File: src/rtl/core/rsi_div_cell.sv
// One cell of the divider chain: one quotient bit per cycle for both roots while en is high.
`timescale 1ns / 1ps

module rsi_div_cell #(
  parameter int NW    = 86,
  parameter int DVW   = 70,
  parameter int SIDEW = 4
) (
  input  logic             clk,
  input  logic             rst_n,
  input  logic             en,
  input  logic             v_i,
  input  logic [NW-1:0]    num0_i,
  input  logic [DVW-1:0]   den0_i,
  input  logic [DVW-1:0]   rem0_i,
  input  logic [NW-1:0]    quo0_i,
  input  logic [NW-1:0]    num1_i,
  input  logic [DVW-1:0]   den1_i,
  input  logic [DVW-1:0]   rem1_i,
  input  logic [NW-1:0]    quo1_i,
  input  logic [SIDEW-1:0] side_i,
  output logic             v_o,
  output logic [NW-1:0]    num0_o,
  output logic [DVW-1:0]   den0_o,
  output logic [DVW-1:0]   rem0_o,
  output logic [NW-1:0]    quo0_o,
  output logic [NW-1:0]    num1_o,
  output logic [DVW-1:0]   den1_o,
  output logic [DVW-1:0]   rem1_o,
  output logic [NW-1:0]    quo1_o,
  output logic [SIDEW-1:0] side_o
);

  logic [DVW:0]     part0;
  logic [DVW:0]     part1;
  logic             ge0;
  logic             ge1;
  logic             v_r;
  logic [NW-1:0]    num0_r;
  logic [DVW-1:0]   den0_r;
  logic [DVW-1:0]   rem0_r;
  logic [NW-1:0]    quo0_r;
  logic [NW-1:0]    num1_r;
  logic [DVW-1:0]   den1_r;
  logic [DVW-1:0]   rem1_r;
  logic [NW-1:0]    quo1_r;
  logic [SIDEW-1:0] side_r;

  // Shift in the next dividend bit and compare against the divisor
  always_comb begin
    part0 = {rem0_i, num0_i[NW-1]};
    part1 = {rem1_i, num1_i[NW-1]};
    ge0   = (part0 >= {1'b0, den0_i});
    ge1   = (part1 >= {1'b0, den1_i});
  end

  // Valid bit of the cell
  always_ff @(posedge clk) begin
    if (!rst_n) begin
      v_r <= 1'b0;
    end else if (en) begin
      v_r <= v_i;
    end
  end

  // Restoring step for both lanes
  always_ff @(posedge clk) begin
    if (en) begin
      num0_r <= num0_i << 1;
      den0_r <= den0_i;
      rem0_r <= ge0 ? DVW'(part0 - {1'b0, den0_i}) : DVW'(part0);
      quo0_r <= {quo0_i[NW-2:0], ge0};
      num1_r <= num1_i << 1;
      den1_r <= den1_i;
      rem1_r <= ge1 ? DVW'(part1 - {1'b0, den1_i}) : DVW'(part1);
      quo1_r <= {quo1_i[NW-2:0], ge1};
      side_r <= side_i;
    end
  end

  assign v_o    = v_r;
  assign num0_o = num0_r;
  assign den0_o = den0_r;
  assign rem0_o = rem0_r;
  assign quo0_o = quo0_r;
  assign num1_o = num1_r;
  assign den1_o = den1_r;
  assign rem1_o = rem1_r;
  assign quo1_o = quo1_r;
  assign side_o = side_r;

endmodule

File: config.mk
export PLATFORM = sky130hd
export DESIGN_NAME = rsi_div_cell
export DESIGN_NICKNAME = d
export VERILOG_FILES = /design/src/rtl/core/rsi_div_cell.sv
export SDC_FILE = /design/constraint.sdc
export NUM_CORES = 1
export LEC_CHECK = 0
export BUFFER_PORTS_ARGS = -buffer_cell sky130_fd_sc_hd__buf_4
export CORE_AREA = 2 2 496 498
export CTS_BUF_LIST = sky130_fd_sc_hd__clkbuf_4 sky130_fd_sc_hd__clkbuf_8
export DETAILED_ROUTE_END_ITERATION = 8
export DIE_AREA = 0 0 498 500
export GPL_TIMING_DRIVEN = 0
export PLACE_DENSITY = 0.3
export REMOVE_ABC_BUFFERS = 1
export SLEW_MARGIN = 0
export SYNTH_ARGS = -nofsm -noshare
export SYNTH_HDL_FRONTEND = slang
export SYNTH_SLANG_ARGS = --single-unit
export TNS_END_PERCENT = 10
File: constraint.sdc
create_clock -name clk -period 6.6 [get_ports clk]
set_input_delay 1.32 -clock clk [delete_from_list [all_inputs] [get_ports clk]]
set_output_delay 1.32 -clock clk [all_outputs]
set_load 0.01 [all_outputs]
Word level (Yosys, flattened, before mapping):

Index checks and enable logic that the tools add are counted.

* output and inout port bits: 629
* register bits: 627
* input port bits: 632
* logic and storage cells: 16

* $add $sub $neg: 2
* muxes and demuxes: 2
* magnitude comparators: 2

Operators with widths (count)
* 71-bit by 70-bit greater-or-equal comparator with 1-bit output: 2
* 70-bit 2-to-1 mux: 2
* 70-bit subtractor: 2

Depth between registers and ports, before layout:

* word-level depth: 2
* gate-level depth with buffers: 16

Worst setup path before layout:

Ideal clock, no wire load.

* path kind: input to register
* start: in den1_i[8]
* end: reg rem1_r[10], in the netlist rem1_o[10], data pin
* stages on the path: 14
* setup time: 0.260 ns
* arrival time: 4.130 ns
* data required time: 6.340 ns
* setup slack: 2.210 ns
* path through: inv_1 -> ha_1 -> a211oi_1 -> nor2_1 -> a211o_1 -> a21o_1 -> a311oi_2 -> o21ai_2 -> a31oi_4 -> o311a_4 -> or2_1 -> buf_6 -> buf_12 -> mux2_4

* longest elaborated chain between the ends: 2

Ends and longest elaborated chain
* start, declared: RTL line 18 `input logic [DVW-1:0] den1_i,`
* 70-bit subtractor or 71-bit by 70-bit greater-or-equal comparator with 1-bit output (tied branches): RTL line 75, 54
* 70-bit 2-to-1 mux *: RTL line 75 `rem1_r <= ge1 ? DVW'(part1 - {1'b0, den1_i}) : DVW'(part1);`
* end signal, assigned: RTL line 75
* end, declared: RTL line 45 `logic [DVW-1:0] rem1_r;`

Mark *: on every way between the ends. The rest lies on a longest branch, timed or not.
A chain may end at the register's enable or synchronous reset.

Worst setup path after layout:

* start: in den0_i[51]
* end: reg rem0_r[42], in the netlist rem0_o[42], data pin

* longest elaborated chain between the ends: 2

Ends and longest elaborated chain
* start, declared: RTL line 14 `input logic [DVW-1:0] den0_i,`
* 71-bit by 70-bit greater-or-equal comparator with 1-bit output: RTL line 53 `ge0 = (part0 >= {1'b0, den0_i});`
* 70-bit 2-to-1 mux: RTL line 71 `rem0_r <= ge0 ? DVW'(part0 - {1'b0, den0_i}) : DVW'(part0);`
* end signal, assigned: RTL line 71
* end, declared: RTL line 41 `logic [DVW-1:0] rem0_r;`

No other way between the ends.

==> key figures <==
Worst setup path
  – CP bufs+invs: 4
  – Crit-path max cell delay: 0.76 ns
  – Cell family with most CP delay: simple AND/OR/NAND/NOR gates
  – Worst EP required: slightly above 7 ns
  – Slowest CP cell: a211oi_1
  – Worst EP arrival: around 6.6 ns
  – Worst-path cell chain: buf_4, inv_1, ha_1, nand4_1, or3_1, or4_1, a211oi_1, nor2_1, o21ai_1, a21oi_2, inv_4, buf_16, mux2_2
  – Crit Path Max Fanout: between 40 and 50
  – Crit. End Element: register
  – Worst Path Class, Setup: in -> reg
  – Crit path launch type: input port

GRT
  – Congestion Overflow GR: 0
  – First-pass GRT wire length: around 210000 um
  – Number of global-route vias before repair: around 25000
  – Largest net degree at the start of global routing: between 100 and 150
  – Initial antenna violation count: 50
  – GR Util met1: 11.81%
  – M2 GR Usage: 24.12%
  – Global Route Usage Sum: ~12%
  – Grt met3 use: about 5.5%
  – GRT Max-Usage Layer: met2

Floorplan
  – Die Y: 500 um
  – Die X: between 400 and 500 um
  – IO Pins: roughly 1300
  – Initial core utilization: approximately an eighth
  – Die ar.: ~250000 um2
  – Core area: ~240000 um2
  – Rows: around 180

Placement
  – DP Worst Slack: -0.8395 ns
  – Placed cell areas: around 43000 um2
  – Post-DP HPWL: 133000 um
  – Gp weighted congestion: 0.7879
  – Port Buffer Count: approximately 1300

Clocking
  – Clock tree root driver cell: clkbuf_8
  – CTS Hold Bufs: 0
  – PostCTS Resize Cnt: 0
  – # Post-CTS Setup Buffers: 0
  – Clock Tree Buf Depth: 3
  – TritonCTS Buffers: approximately 140
  – CTS tree: yes
  – Worst-skew pair later-pin latency: ~0.85 ns
  – Clk slew on worst S/H paths: around 0.050 ns
  – H-tree levels: 4
  – Clk sinks: 627

Timing
  – RSZ-0062 raised after global routing: false
  – Final min period: 5.989 ns
  – Final WS setup: slightly above 0.6 ns
  – Layout Skew: 0 ns
  – Max Freq: 167.0 MHz
  – Final setup viols: 0
  – Slew margin rel.: between 20% and 30%
  – Hold Fails Final Rpt: 0
  – Count of pins over their slew limit: 0
  – Least-Margin Pin Slew: 1.136 ns
  – Final Cycle Share: between 90% and 100%

Route
  – Antenna-violating nets left: 0
  – TritonRoute pass-1 iters: 6
  – DRT Wirelength: ~160000 um
  – Vias per inst: 3.458
  – DRT iter0 DRCs: about 1200
  – DR vias: roughly 24000
  – Drt drc: 0
  – WL per Instance: about 23 um

Hold path
  – Worst Hold Class: reg -> reg

Synth
  – Top-count cell post-synth: edfxtp_1
  – Distinct cells, synth: slightly below 80
  – Post-Syn Area: around 30000 um2
  – Number of enable flip-flop cells after synthesis: ~630
  – Area leader, netlist: edfxtp_1
  – Main synth FF type: edfxtp_1
  – Ys async rst share: 0%
  – Post-synth top cells: edfxtp_1 (626), inv_1 (174), a21oi_1 (163), ha_1 (140), nand2_1 (132)
  – Mapped Avg Cell Area: between 10 and 15 um2
  – Ys Warns: 0
  – FF+latch count, synth: roughly 630
  – Synth area leaders: edfxtp_1 (63%), ha_1 (5.9%), a21oi_1 (2.7%), mux2_4 (2.6%), xnor2_1 (2.4%)
  – Synth top area share: a little over three fifths
  – Post-Syn Instances: between 2000 and 2500
  – Sequential fraction of the synthesis area: 63.13%

Finish
  – Register Area: 18820 um2
  – Layout cells sized above 1: between 40% and 50%
  – # fillers: ~27000
  – Multi-input logic area: just under 10000 um2
  – Cell area after layout: approximately 46000 um2
  – Nets: approximately 4300
  – Area Growth Syn to Fin: 54.03%

Run
  – Max-Cap Viols: 0

Power and ir drop
  – Design Power: ~0.012 W
  – Static Leak: about 19 nW
  – Power per cell area: roughly 270 nW/um2
  – VDD IR-drop max: between 0.1 and 0.15 mV

Run status
  – Run status: finished clean
## stage by stage
step / std cells / utilization [%] / setup TNS [ns] / hold slack (ns)
after floorplan: 2133 / - / 0 / 0.5383
after global placement: 6609 / 17.52 / -1785.39 / 0.5109
after detailed placement: 6619 / 17.64 / -39.07 / 0.5085
after CTS: 6862 / 18.77 / 0 / 0.3801
after global routing: 6871 / 18.78 / 0 / 0.4097
final: 6880 / 18.79 / 0 / 0.5222
## per-layer routing
| layer | up-vias | routed length (um) |
|---|---|---|
| li1 | 11030 | - |
| met1 | 11439 | 53900 |
| met2 | 1047 | 88530 |
| met3 | 244 | 14890 |
| met4 | 28 | 3283 |
| met5 | - | 185 |
## cell type report
class / count / share of cell area [%]
diodes: 18 / 0.09810
clock buffers: 181 / 4.881
clock inverters: 62 / 1.172
inverters: 175 / 1.436
multi-input cells: 1331 / 21.53
flip-flops and latches: 627 / 40.99
well taps: 3220 / 8.775
repair buffers: 1266 / 21.12
## final timing paths
check	startpoint	to	slack, ns	cells past startpoint
worst max register to register	v_o	v_o	6.01	2
worst min-delay path	v_o	v_o	0.52	2
worst max-delay path	den0_i[51]	rem0_o[42]	0.61	13
worst min register to register	v_o	v_o	0.52	2
## cells in the final DEF (no fill, tap or decap), drive strengths merged, types with 83 or more instances in the layout
master  instances
a21o           85
clkbuf        181
nand2         132
o21ai         117
xnor2          83
edfxtp        626
a21oi         164
nor2           87
buf          1266
inv           184
mux2          120
ha            140
## logic make-up (layout without fill, tap and decap cells)
kind of cell	after synthesis	after routing	synth area share, %
xor gates and xnor gates	127	127	3.732
other	1	20	0.01258
buffers and inverters	254	1684	3.744
muxes	123	123	5.289
AOI/OAI and AO/OA	531	531	11.37
DFF	627	627	63.13
and+or+nand+nor	406	406	6.716
adders and majority gates	142	142	6.011
## worst reg2reg max path: stages, from the launching register on
cell and delay [ns]:
dfxtp_1 0.30, mux2i_1 0.12, nor2b_1 0.06
## sequential cells by signal, summed over array words and instances (netlist names)
register  cells
den0_o       70
rem0_o       70
rem1_o       70
den1_o       70
quo0_o       86
num0_o       85
side_o        4
v_o           1
quo1_o       86
num1_o       85
## report_power, final
part | switching (W) | total, W | internal, W
clock network | 0.00213 | 0.00457 | 0.00245
registers | 0.000120 | 0.00498 | 0.00486
logic | 0.00151 | 0.00277 | 0.00126
total | 0.00376 | 0.0123 | 0.00857
No activity file was read; power rests on OpenSTA's default activity.
