## config.mk

```make
export PLATFORM = sky130hd
export DESIGN_NAME = rsi_sqrt_cell
export DESIGN_NICKNAME = d
export VERILOG_FILES = /design/src/rtl/core/rsi_sqrt_cell.sv
export SDC_FILE = /design/constraint.sdc
export NUM_CORES = 1
export LEC_CHECK = 0
export ABC_AREA = 1
export BUFFER_PORTS_ARGS = -buffer_cell sky130_fd_sc_hd__buf_4
export CAP_MARGIN = 20
export CORE_AREA = 2 2 225 227
export CTS_CLUSTER_DIAMETER = 200
export CTS_CLUSTER_SIZE = 24
export DETAILED_ROUTE_END_ITERATION = 16
export DIE_AREA = 0 0 227 229
export GPL_ROUTABILITY_DRIVEN = 0
export PLACE_DENSITY = 0.59
export SLEW_MARGIN = 20
export SYNTH_ARGS = -nofsm -noshare
export SYNTH_HDL_FRONTEND = slang
export SYNTH_SLANG_ARGS = --single-unit
```

## constraint.sdc

```tcl
create_clock -name clk -period 3.19 [get_ports clk]
set_input_delay 0 -clock clk [delete_from_list [all_inputs] [get_ports clk]]
set_output_delay 0 -clock clk [all_outputs]
set_load 0.03 [all_outputs]
```

## src/rtl/core/rsi_sqrt_cell.sv

```systemverilog
// One cell of the square root chain: resolves one root bit per cycle while en is high.
`timescale 1ns / 1ps

module rsi_sqrt_cell #(
  parameter int SW    = 69,
  parameter int SIDEW = 8
) (
  input  logic              clk,
  input  logic              rst_n,
  input  logic              en,
  input  logic              v_i,
  input  logic [2*SW-1:0]   rad_i,
  input  logic [SW+1:0]     rem_i,
  input  logic [SW-1:0]     root_i,
  input  logic [SIDEW-1:0]  side_i,
  output logic              v_o,
  output logic [2*SW-1:0]   rad_o,
  output logic [SW+1:0]     rem_o,
  output logic [SW-1:0]     root_o,
  output logic [SIDEW-1:0]  side_o
);

  logic [SW+3:0]    trial_rem;
  logic [SW+3:0]    trial_sub;
  logic             ge;
  logic             v_r;
  logic [2*SW-1:0]  rad_r;
  logic [SW+1:0]    rem_r;
  logic [SW-1:0]    root_r;
  logic [SIDEW-1:0] side_r;

  // Bring down two radicand bits and try root*4+1
  always_comb begin
    trial_rem = {rem_i, rad_i[2*SW-1 -: 2]};
    trial_sub = {2'b00, root_i, 2'b01};
    ge        = (trial_rem >= trial_sub);
  end

  // Valid bit of the cell
  always_ff @(posedge clk) begin
    if (!rst_n) begin
      v_r <= 1'b0;
    end else if (en) begin
      v_r <= v_i;
    end
  end

  // Advance the partial root and remainder
  always_ff @(posedge clk) begin
    if (en) begin
      rad_r  <= rad_i << 2;
      rem_r  <= ge ? (SW + 2)'(trial_rem - trial_sub) : (SW + 2)'(trial_rem);
      root_r <= {root_i[SW-2:0], ge};
      side_r <= side_i;
    end
  end

  assign v_o    = v_r;
  assign rad_o  = rad_r;
  assign rem_o  = rem_r;
  assign root_o = root_r;
  assign side_o = side_r;

endmodule

```

# Word level (Yosys, flattened, before mapping)
# Index checks and enable logic that the tools add are counted.
# W data, S select, Z words.
[op_classes]
magnitude_cmp = 1
add_sub_neg = 1
mux = 1
[op_table]
columns = ["op", "count"]
rows = [
  ["$ge A73 B71 Y1", 1],
  ["$mux W71", 1],
  ["$sub A71 B71 Y71", 1],
]
[totals]
elab_cells = 8
in_bits = 290
ff_bits = 285
output_inout_bits = 287

# Logic depth before layout (Yosys ltp)
# Gate-level depths: netlist (run 1).
[logic_depth]
word_depth = 2
mapped_depth = 17

# Worst setup path after synthesis (run 1)
# OpenSTA, ideal clock, no wires.
[synth_path]
path_kind = "input port to flip-flop"
from = "input root_i[34]"
to = "register rem_r[70] (netlist: rem_o[70]) (data pin)"
t_required_ps = 2936
setup_slack_ps = 1393
t_arrival_ps = 1543
stages = 12
cell_sequence = "inv_1 ha_1 nand2_1 nor2_2 nand2_1 nor2_1 and2_4 nor3b_2 nor3_4 buf_6 nand3_1 nand2_1"
[synth_via]
elab_chain_len = 2
[synth_rtl]
columns = ["item", "line_no", "text"]
rows = [
  ["start: declaration", "14", "input logic [SW-1:0] root_i,"],
  ["$sub A71 B71 Y71 / $ge A73 B71 Y1 (equally long branches)", "52, 36", ""],
  ["$mux W71 (*)", "52", "rem_r <= ge ? (SW + 2)'(trial_rem - trial_sub) : (SW + 2)'(trial_rem);"],
  ["end signal: assignment", "52", ""],
  ["end: declaration", "28", "logic [SW+1:0] rem_r;"],
]
# Mark *: on every way between the ends. The rest lies on a longest branch, timed or not.
# A chain may end at the register's enable or synchronous reset.

# Final worst setup path (run 1)
[layout_path]
from = "input root_i[54]"
to = "register rem_r[21] (netlist: rem_o[21]) (data pin)"
[layout_via]
elab_chain_len = 2
[layout_rtl]
columns = ["item", "line_no", "text"]
rows = [
  ["$ge A73 B71 Y1", "36", "ge = (trial_rem >= trial_sub);"],
  ["$mux W71", "52", ""],
]
# No other way between the ends.

==> metrics.yaml, run 1 <==
pwr:
  p_leak_nw: 12.01
  ir_worst_vdd_mv: 0.3682
  clkPwrFrac: 0.203
  power.internal_w: 0.006798
  swShare: 0.3421
  seq_power_share: 0.454
  combinationalPowerShare: 0.344
  powerDensity_mw_per_mm2: 419.3
  p_switching_w: 0.003536
routing:
  vias_per_cell: 4.640
  post-route-drc-count: 0
  ant_nets: 0
  wl_um: 64770
  drtIter0Drc: 1040
  drt-pass1-iter-count: 7
  wl_per_cell_um: 18.66
  via_count: 16109
critical_path:
  cp_num_cells: 13
  crit_end: "rem_o[21]$_DFFE_PP_"
  crit_slowest_cell: "dlygate4sd3_1"
  r2r_cells: 3
  cp_num_buf_inv: 4
  rrSetupSlack_ns: 1.92
  cp_max_fo: 29
  startpoint_type: "input port"
  critPathCaptureType: "flip-flop"
  critPathMaxStageDelay_ns: 0.55
  path_common_cell: "nand2_1"
  r2r-end: "v_o$_SDFFE_PN0P_"
  crit_type: "input port to flip-flop"
  cp_top_family: "buffers and inverters"
  arrival_ns: 3.19
  worstPathCellList: "dlygate4sd3_1 -> buf_4 -> inv_1 -> ha_1 -> a21oi_1 -> nand2_1 -> a21oi_1 -> nand2_1 -> a21oi_1 -> nand4_4 -> buf_4 -> nand2_1 -> nand2_1"
  required_ns: 3.47
  r2r_start: "v_o$_SDFFE_PN0P_"
  crit_start: "root_i[54]"
die:
  pin_count: 577
  core_area_mm2: 0.04966
  start_util: 0.3261
  rows: 82
  die_y_um: 229
  dieArea_mm2: 0.05198
  die_w_um: 227
timing:
  drv_slew: 0
  timing.max_slew.rel_slack: 0.4304
  period_share: 0.9102
  period_needed_ns: 2.904
  worst_clock_skew_ns: 0
  rsz0062_at_grt: "no"
  fmax_mhz: 344.4
  worst_pin_slew_ns: 0.8545
  finalHoldViolations: 0
  setup_viol: 0
  tns_ns: 0
logic_synthesis:
  synth_edf_count: 284
  synth_commonest_cells: "672 x nand2_1, 351 x inv_1, 284 x edfxtp_1"
  ys_warn_count: 0
  synth_area_mm2: 0.01619
  async_flop_share: 0
  synthCells: 1919
  ys.flop_type: "edfxtp_1"
  yosys_register_bits: 285
  yosysMostFrequentCell: "nand2_1"
  synth_top_area_cell: "edfxtp_1"
  ys_types: 33
  synthTopCellsByArea: "edfxtp_1 53%, nand2_1 16%, inv_1 8.1%"
  seq_area_frac_synth: 0.5279
  yosysTopAreaCellShare: 0.5267
  avgSynthCellArea_um2: 8.438
min_path:
  hold_class: "input port to flip-flop"
  hold_depth: 1
global_route:
  grt_pass1_wl_um: 95220
  grt_use_total: 0.2401
  grt.overflow.total: 0
  grt_max_degree: 100
  antenna_found_initial: 5
  grt_pass1_vias: 16277
clocking:
  cts_tree: "built"
  clkLatencyLatePin_ns: 0.53
  postCtsResizedCells: 0
  clk_path_buf_depth: 3
  path_clk_slew_ns: 0.10
  cts_buffers: 15
  htreeDepth: 1
  clock_sinks: 285
  cts_root_buf: "clkbuf_16"
cells_and_area:
  utilization: 0.4962
  drive_gt1_frac: 0.2257
  synthToLayoutAreaGrowth_pct: 52.19
  nets: 3153
outcome:
  status: "completed"
placement:
  io_buffers: 574
  dp_hpwl_um: 50880
run:
  maxCapViolCount: 0
==> state kept, by name, summed over array words and instances (netlist names) <==
register  count
rad_o       136
rem_o        71
root_o       69
side_o        8
v_o           1
==> metrics by stage <==
step | worst slack [ns] | hold slack, ns | total power, W | area [µm²] | cells
CTS | 0.2870 | 0.05734 | 0.01041 | 24620 | 3467
detailed placement | 0.2942 | 0.1793 | 0.008001 | 21370 | 3161
global placement | 0.3402 | 0.1785 | 0.007985 | 21370 | 3161
floorplan | 1.393 | 0.09346 | 0.006549 | 16200 | 1920
global route | 0.07853 | 0.05873 | 0.01079 | 24640 | 3472
finish | 0.2864 | 0.01420 | 0.01033 | 24640 | 3472
==> logic make-up after synthesis <==
| kind of cell | Yosys count | synth area share |
|---|---|---|
| other | 1 | 0.0002316 |
| AOI/OAI and AO/OA | 106 | 0.03493 |
| DFF | 285 | 0.5279 |
| buffers and inverters | 380 | 0.09512 |
| adders and majority gates | 71 | 0.05486 |
| xor gates and xnor gates | 38 | 0.02055 |
| and+or+nand+nor | 1038 | 0.2664 |
==> worst register-to-register path: stages, from the launching register on <==
cell           delay, ns
dfxtp_1             0.33
o21ai_0             0.19
a21oi_1             0.07
dlygate4sd3_1       0.59
==> power groups by stage <==
stage	registers [W]	clock network (W)	logic, W
after floorplan	0.00550	0	0.00105
after global placement	0.00476	0	0.00322
after detailed placement	0.00477	0	0.00324
after CTS	0.00468	0.00218	0.00355
after global routing	0.00472	0.00227	0.00380
final	0.00469	0.00209	0.00355
==> worst min-delay path by stage <==
stage,from,to,slack (ns)
finish,en,rad_o[121]$_DFFE_PP_,0.01
global route,en,rad_o[121]$_DFFE_PP_,0.06
CTS,en,root_o[48]$_DFFE_PP_,0.06
detailed placement,rad_i[14],rad_o[16]$_DFFE_PP_,0.18
global placement,rad_i[28],rad_o[30]$_DFFE_PP_,0.18
floorplan,en,v_o$_SDFFE_PN0P_,0.09
==> metal layers <==
metal	vias to the layer above	wire length, µm	track usage
met1	7517	24190	0.2689
met3	117	4096	0.03631
li1	7853	-	-
met5	-	18	0
met2	620	33540	0.4469
met4	2	2930	0.1029
==> layout by cell type, fill, tap and decap left out, types with 15 or more instances in the layout <==
master / Yosys / final
nand2_1: 672 / 671
buf_4: 4 / 585
inv_1: 351 / 351
dlygate4sd3_1: 0 / 285
edfxtp_1: 284 / 284
nand3_1: 154 / 154
nor2_1: 145 / 145
ha_1: 71 / 71
a21oi_1: 67 / 67
xor2_1: 37 / 37
o21ai_0: 25 / 25
nand3b_1: 16 / 16
clkbuf_16: 0 / 15
==> what timing repair did <==
| action | CTS | global route |
|---|---|---|
| hold buffers | 285 | 0 |
| endpoints found under the hold margin | 284 | 0 |
| buffers inserted | 0 | 0 |
==> layout make-up <==
cell class	count	area [µm²]
antenna	4	10.01
clock buffer	20	394.1
clock inverter	1	5.005
fill	4773	25020
inverter	357	1340
multi-input combinational	1255	6110
sequential	285	8548
tap	672	840.8
timing repair buffer	878	7395
Note: power is estimated with default switching activity, not from simulation.
==> run 2, diff against run 1 <==
CTS_CLUSTER_DIAMETER = unset   (was 200)
REMOVE_ABC_BUFFERS = 1   (was unset)
==> metrics.yaml, run 2 (synthesized netlist as in run 1, its figures left out) <==
clocking:
  clk_path_buf_depth: 3
  clock_sinks: 285
  path_clk_slew_ns: 0.06
  cts_root_buf: "clkbuf_16"
  clkLatencyLatePin_ns: 0.54
  hold_buffers: 285
  cts_setup_buffers: 0
  cts_tree: "built"
  htreeDepth: 2
  postCtsResizedCells: 0
  cts_buffers: 34
critical_path:
  critPathCaptureType: "flip-flop"
  required_ns: 3.49
  rrSetupSlack_ns: 1.94
  r2r_cells: 3
  cp_num_cells: 14
  worstPathCellList: "dlygate4sd3_1 -> buf_4 -> ha_1 -> nand2_1 -> inv_1 -> a21oi_1 -> nand2_1 -> nand2_1 -> nand2_1 -> a21oi_1 -> nand4_4 -> buf_4 -> nand3_1 -> nand2_1"
  r2r-end: "v_o$_SDFFE_PN0P_"
  cp_max_fo: 26
  critPathMaxStageDelay_ns: 0.54
  startpoint_type: "input port"
  cp_top_family: "buffers and inverters"
  crit_type: "input port to flip-flop"
  cp_num_buf_inv: 4
  arrival_ns: 3.20
  crit_slowest_cell: "dlygate4sd3_1"
  crit_end: "rem_o[68]$_DFFE_PP_"
  r2r_start: "v_o$_SDFFE_PN0P_"
  path_common_cell: "nand2_1"
  crit_start: "rem_i[45]"
timing:
  period_needed_ns: 2.900
  worst_clock_skew_ns: 0
  setup_ws_ns: 0.2900
  finalHoldViolations: 5
  period_share: 0.9091
  fmax_mhz: 344.8
  worst_pin_slew_ns: 0.8099
  rsz0062_at_grt: "no"
  hold_ws_ns: -0.01990
  drv_slew: 0
  setup_viol: 0
  tns_ns: 0
  timing.max_slew.rel_slack: 0.4601
routing:
  vias_per_cell: 4.652
  via_count: 16313
  wl_um: 66450
  drt-pass1-iter-count: 7
  wl_per_cell_um: 18.95
  drtIter0Drc: 1162
  post-route-drc-count: 0
  ant_nets: 0
placement:
  dpl_worst_slack_ns: 0.3093
  dp_hpwl_um: 51320
  io_buffers: 574
  placed_cells: 3161
global_route:
  grt.overflow.total: 0
  antenna_found_initial: 4
  grt_max_degree: 95
  grt_pass1_vias: 16841
  grt_pass1_wl_um: 98150
  grt_use_total: 0.2505
min_path:
  hold_class: "input port to flip-flop"
cells_and_area:
  layout_commonest_cell: "nand2_1"
  largest_reg_flops: 136
  mostFrequentLayoutCells: "671 x nand2_1, 589 x buf_4, 351 x inv_1"
  fillers: 4629
  drive_gt1_frac: 0.2353
  synthToLayoutAreaGrowth_pct: 56.40
  nets: 3171
  finalNonFillerCells: 3507
die:
  start_util: 0.3261
  pin_count: 577
  die_w_um: 227
  die_y_um: 229
  rows: 82
  core_area_mm2: 0.04966
  dieArea_mm2: 0.05198
pwr:
  powerDensity_mw_per_mm2: 485.3
  ir_worst_vdd_mv: 0.2871
  p_total_w: 0.01229
  p_leak_nw: 12.34
run:
  maxCapViolCount: 0
outcome:
  status: "finished with violations"
  violations: "hold timing"
-- run 2: changes by cell type in the layout (fill, tap and decap cells not counted) --
| cell | before | now |
|---|---|---|
| buf_4 | 585 | 589 |
| inv_8 | 0 | 1 |
| clkinv_8 | 0 | 2 |
| clkinv_2 | 1 | 4 |
| buf_12 | 6 | 2 |
| bufinv_16 | 0 | 5 |
| clkbuf_16 | 15 | 35 |
| clkinvlp_4 | 0 | 5 |
| clkinv_1 | 1 | 5 |
| clkbuf_1 | 5 | 1 |
| buf_8 | 2 | 1 |
-- run 2: metal layers --
metal  global-route usage  vias up  part of all wire
met5                    0        -                 0
met4               0.1454        0             0.066
met3              0.04323      176             0.068
met2               0.4440      683              0.50
met1               0.2808     7535              0.37
li1                     -     7919                 -
-- run 2: worst min path at each step --
stage | endpoint | cells past startpoint | from | slack [ns]
final | rad_o[89]$_DFFE_PP_ | 1 | en | -0.02
after global routing | rad_o[89]$_DFFE_PP_ | 1 | en | 0.009
after CTS | rad_o[80]$_DFFE_PP_ | 1 | en | 0.006
after detailed placement | rad_o[71]$_DFFE_PP_ | 1 | rad_i[69] | 0.18
after global placement | rad_o[29]$_DFFE_PP_ | 1 | rad_i[27] | 0.18
after floorplan | v_o$_SDFFE_PN0P_ | 1 | en | 0.09
-- run 2: report_power, final --
part           switching, W  internal (W)
sequential         0.000128       0.00457
clock               0.00163       0.00242
combinational       0.00219       0.00135
total               0.00395       0.00834
-- run 2: cell type report --
type | instances | area [µm²] | area share
clock buffers | 36 | 879.6 | 0.03473
flip-flops and latches | 285 | 8548 | 0.3375
multi-input cells | 1255 | 6110 | 0.2413
inverters | 357 | 1340 | 0.05292
clock inverters | 21 | 266.5 | 0.01052
repair buffers | 877 | 7330 | 0.2894
diodes | 4 | 10.01 | 0.0003953
well taps | 672 | 840.8 | 0.03320
-- run 2: through the flow --
step                      utilization  instance area, µm²
final                          0.5100               25320
after global placement         0.4292               21320
after global routing           0.5100               25320
after detailed placement       0.4292               21320
after floorplan                     -               16000
after CTS                      0.5098               25310
-- run 2: worst register-to-register path, stage by stage (launching register included) --
cell	delay, ns
dfxtp_1	0.31
o21ai_0	0.18
a21oi_1	0.06
dlygate4sd3_1	0.59
==> run 3, diff against run 2 <==
--- a/config.mk
+++ b/config.mk
@@ -11,3 +11,3 @@
 export CORE_AREA = 2 2 225 227
-export CTS_CLUSTER_SIZE = 24
+export CTS_CLUSTER_SIZE = 10
 export DETAILED_ROUTE_END_ITERATION = 16
@@ -15,2 +15,3 @@
 export GPL_ROUTABILITY_DRIVEN = 0
+export HOLD_SLACK_MARGIN = 0.1
 export PLACE_DENSITY = 0.59
--- a/constraint.sdc
+++ b/constraint.sdc
@@ -3,2 +3,2 @@
 set_output_delay 0 -clock clk [all_outputs]
-set_load 0.03 [all_outputs]
+set_load 0.02 [all_outputs]
==> metrics.yaml, run 3 (synthesized netlist as in run 1, its figures left out) <==
clocking:
  postCtsResizedCells: 0
  clk_path_buf_depth: 3
  cts_buffers: 36
  path_clk_slew_ns: 0.06
  clock_sinks: 285
  clkLatencyLatePin_ns: 0.53
  cts_root_buf: "clkbuf_16"
  htreeDepth: 2
  cts_tree: "built"
pwr:
  p_total_w: 0.01169
  powerDensity_mw_per_mm2: 463.5
  combinationalPowerShare: 0.280
  seq_power_share: 0.402
  clkPwrFrac: 0.318
  p_switching_w: 0.003603
  power.internal_w: 0.008087
  p_leak_nw: 12.29
  ir_worst_vdd_mv: 0.3400
  swShare: 0.3082
global_route:
  antenna_found_initial: 3
  grt_pass1_vias: 16968
  grt.met2_usage: 0.4460
  grt_max_degree: 95
  grt_use_met1: 0.2798
  grt.overflow.total: 0
  use_met3: 0.03810
  grt_use_total: 0.2500
  grt_pass1_wl_um: 98310
  grt_busiest_layer: "met2"
timing:
  fmax_mhz: 348.7
  tns_ns: 0
  worst_clock_skew_ns: 0
  setup_viol: 0
  worst_pin_slew_ns: 0.8100
  timing.max_slew.rel_slack: 0.4600
  period_needed_ns: 2.868
  finalHoldViolations: 0
  period_share: 0.8989
  hold_ws_ns: 0.1369
  drv_slew: 0
  rsz0062_at_grt: "no"
  setup_ws_ns: 0.3224
critical_path:
  cp_max_fo: 26
  critPathCaptureType: "flip-flop"
  rrSetupSlack_ns: 1.96
  crit_type: "input port to flip-flop"
  crit_slowest_cell: "dlygate4sd3_1"
  arrival_ns: 3.17
  required_ns: 3.49
  critPathMaxStageDelay_ns: 0.54
  worstPathCellList: "dlygate4sd3_1 -> buf_4 -> ha_1 -> nand2_1 -> nand2_1 -> a21oi_1 -> nand2_1 -> nand2_1 -> nand2_1 -> a21oi_1 -> nand4_4 -> buf_4 -> nand3_1 -> nand2_1"
  startpoint_type: "input port"
  path_common_cell: "nand2_1"
die:
  rows: 82
  die_w_um: 227
  dieArea_mm2: 0.05198
  core_area_mm2: 0.04966
  die_y_um: 229
  pin_count: 577
  start_util: 0.3261
placement:
  place_area_mm2: 0.02132
  io_buffers: 574
  dp_hpwl_um: 51320
  dpl_worst_slack_ns: 0.3093
cells_and_area:
  nets: 3174
  layout_commonest_cell: "nand2_1"
  drive_gt1_frac: 0.2316
  mostFrequentLayoutCells: "671 x nand2_1, 589 x buf_4, 351 x inv_1"
  post-route-cell-area_mm2: 0.02522
  largest_reg_flops: 136
  synthToLayoutAreaGrowth_pct: 55.77
routing:
  drt-pass1-iter-count: 5
  post-route-drc-count: 0
  wl_um: 66620
  via_count: 16401
  drtIter0Drc: 1193
  ant_nets: 0
  vias_per_cell: 4.674
  wl_per_cell_um: 18.99
min_path:
  hold_class: "input port to flip-flop"
run:
  maxCapViolCount: 0
outcome:
  status: "completed"
[run 3: cell count changes in the layout (fill, tap and decap cells not counted), sizes merged]
cell,change
dlygate4sd3,+1
clkbuf,+15
clkinvlp,-4
bufinv,-4
clkinv,-6
[run 3: through the flow]
step,cells,utilization
after floorplan,1897,-
after CTS,3505,0.5077
after global routing,3508,0.5079
after global placement,3161,0.4292
after detailed placement,3161,0.4292
final,3509,0.5079
[run 3: routing by layer]
layer / vias to the layer above / wire length (µm)
li1: 7914 / -
met1: 7610 / 24900
met2: 700 / 33090
met3: 177 / 4273
met4: 0 / 4347
met5: - / 0
[run 3: path summary, 6_finish.rpt]
path                    startpoint                   to  cells after the start
setup reg to reg  v_o$_SDFFE_PN0P_     v_o$_SDFFE_PN0P_                      3
hold reg to reg   v_o$_SDFFE_PN0P_     v_o$_SDFFE_PN0P_                      3
setup / recovery         rem_i[44]  rem_o[68]$_DFFE_PP_                     14
hold / removal          root_i[68]  rem_o[70]$_DFFE_PP_                      6
[run 3: worst max-delay path, delay by kind of cell]
family	cells	cell delay, ns
and+or+nand+nor	8	1.15
buffers and inverters	3	1.09
AOI/OAI and AO/OA	2	0.56
adders and majority gates	1	0.38
[run 3: power groups by stage]
stage                     logic (W)  registers, W  clock network [W]
after floorplan             0.00102       0.00522                  0
after global placement      0.00293       0.00476                  0
after detailed placement    0.00294       0.00477                  0
after CTS                   0.00326       0.00470            0.00381
after global routing        0.00352       0.00474            0.00395
final                       0.00327       0.00470            0.00371
[run 3: cell type report]
| class | instances | area, µm² |
|---|---|---|
| clock buffer | 51 | 957.2 |
| sequential | 285 | 8548 |
| timing repair buffer | 878 | 7340 |
| inverter | 357 | 1340 |
| antenna | 4 | 10.01 |
| tap | 672 | 840.8 |
| multi-input combinational | 1255 | 6110 |
| clock inverter | 7 | 76.32 |
| fill | 4661 | 24440 |
[run 3: what timing repair did]
action	in CTS	in global routing
endpoints found under the setup margin	0	0
hold buffers	286	0
setup buffers	0	0
hold endpoints to repair	370	0
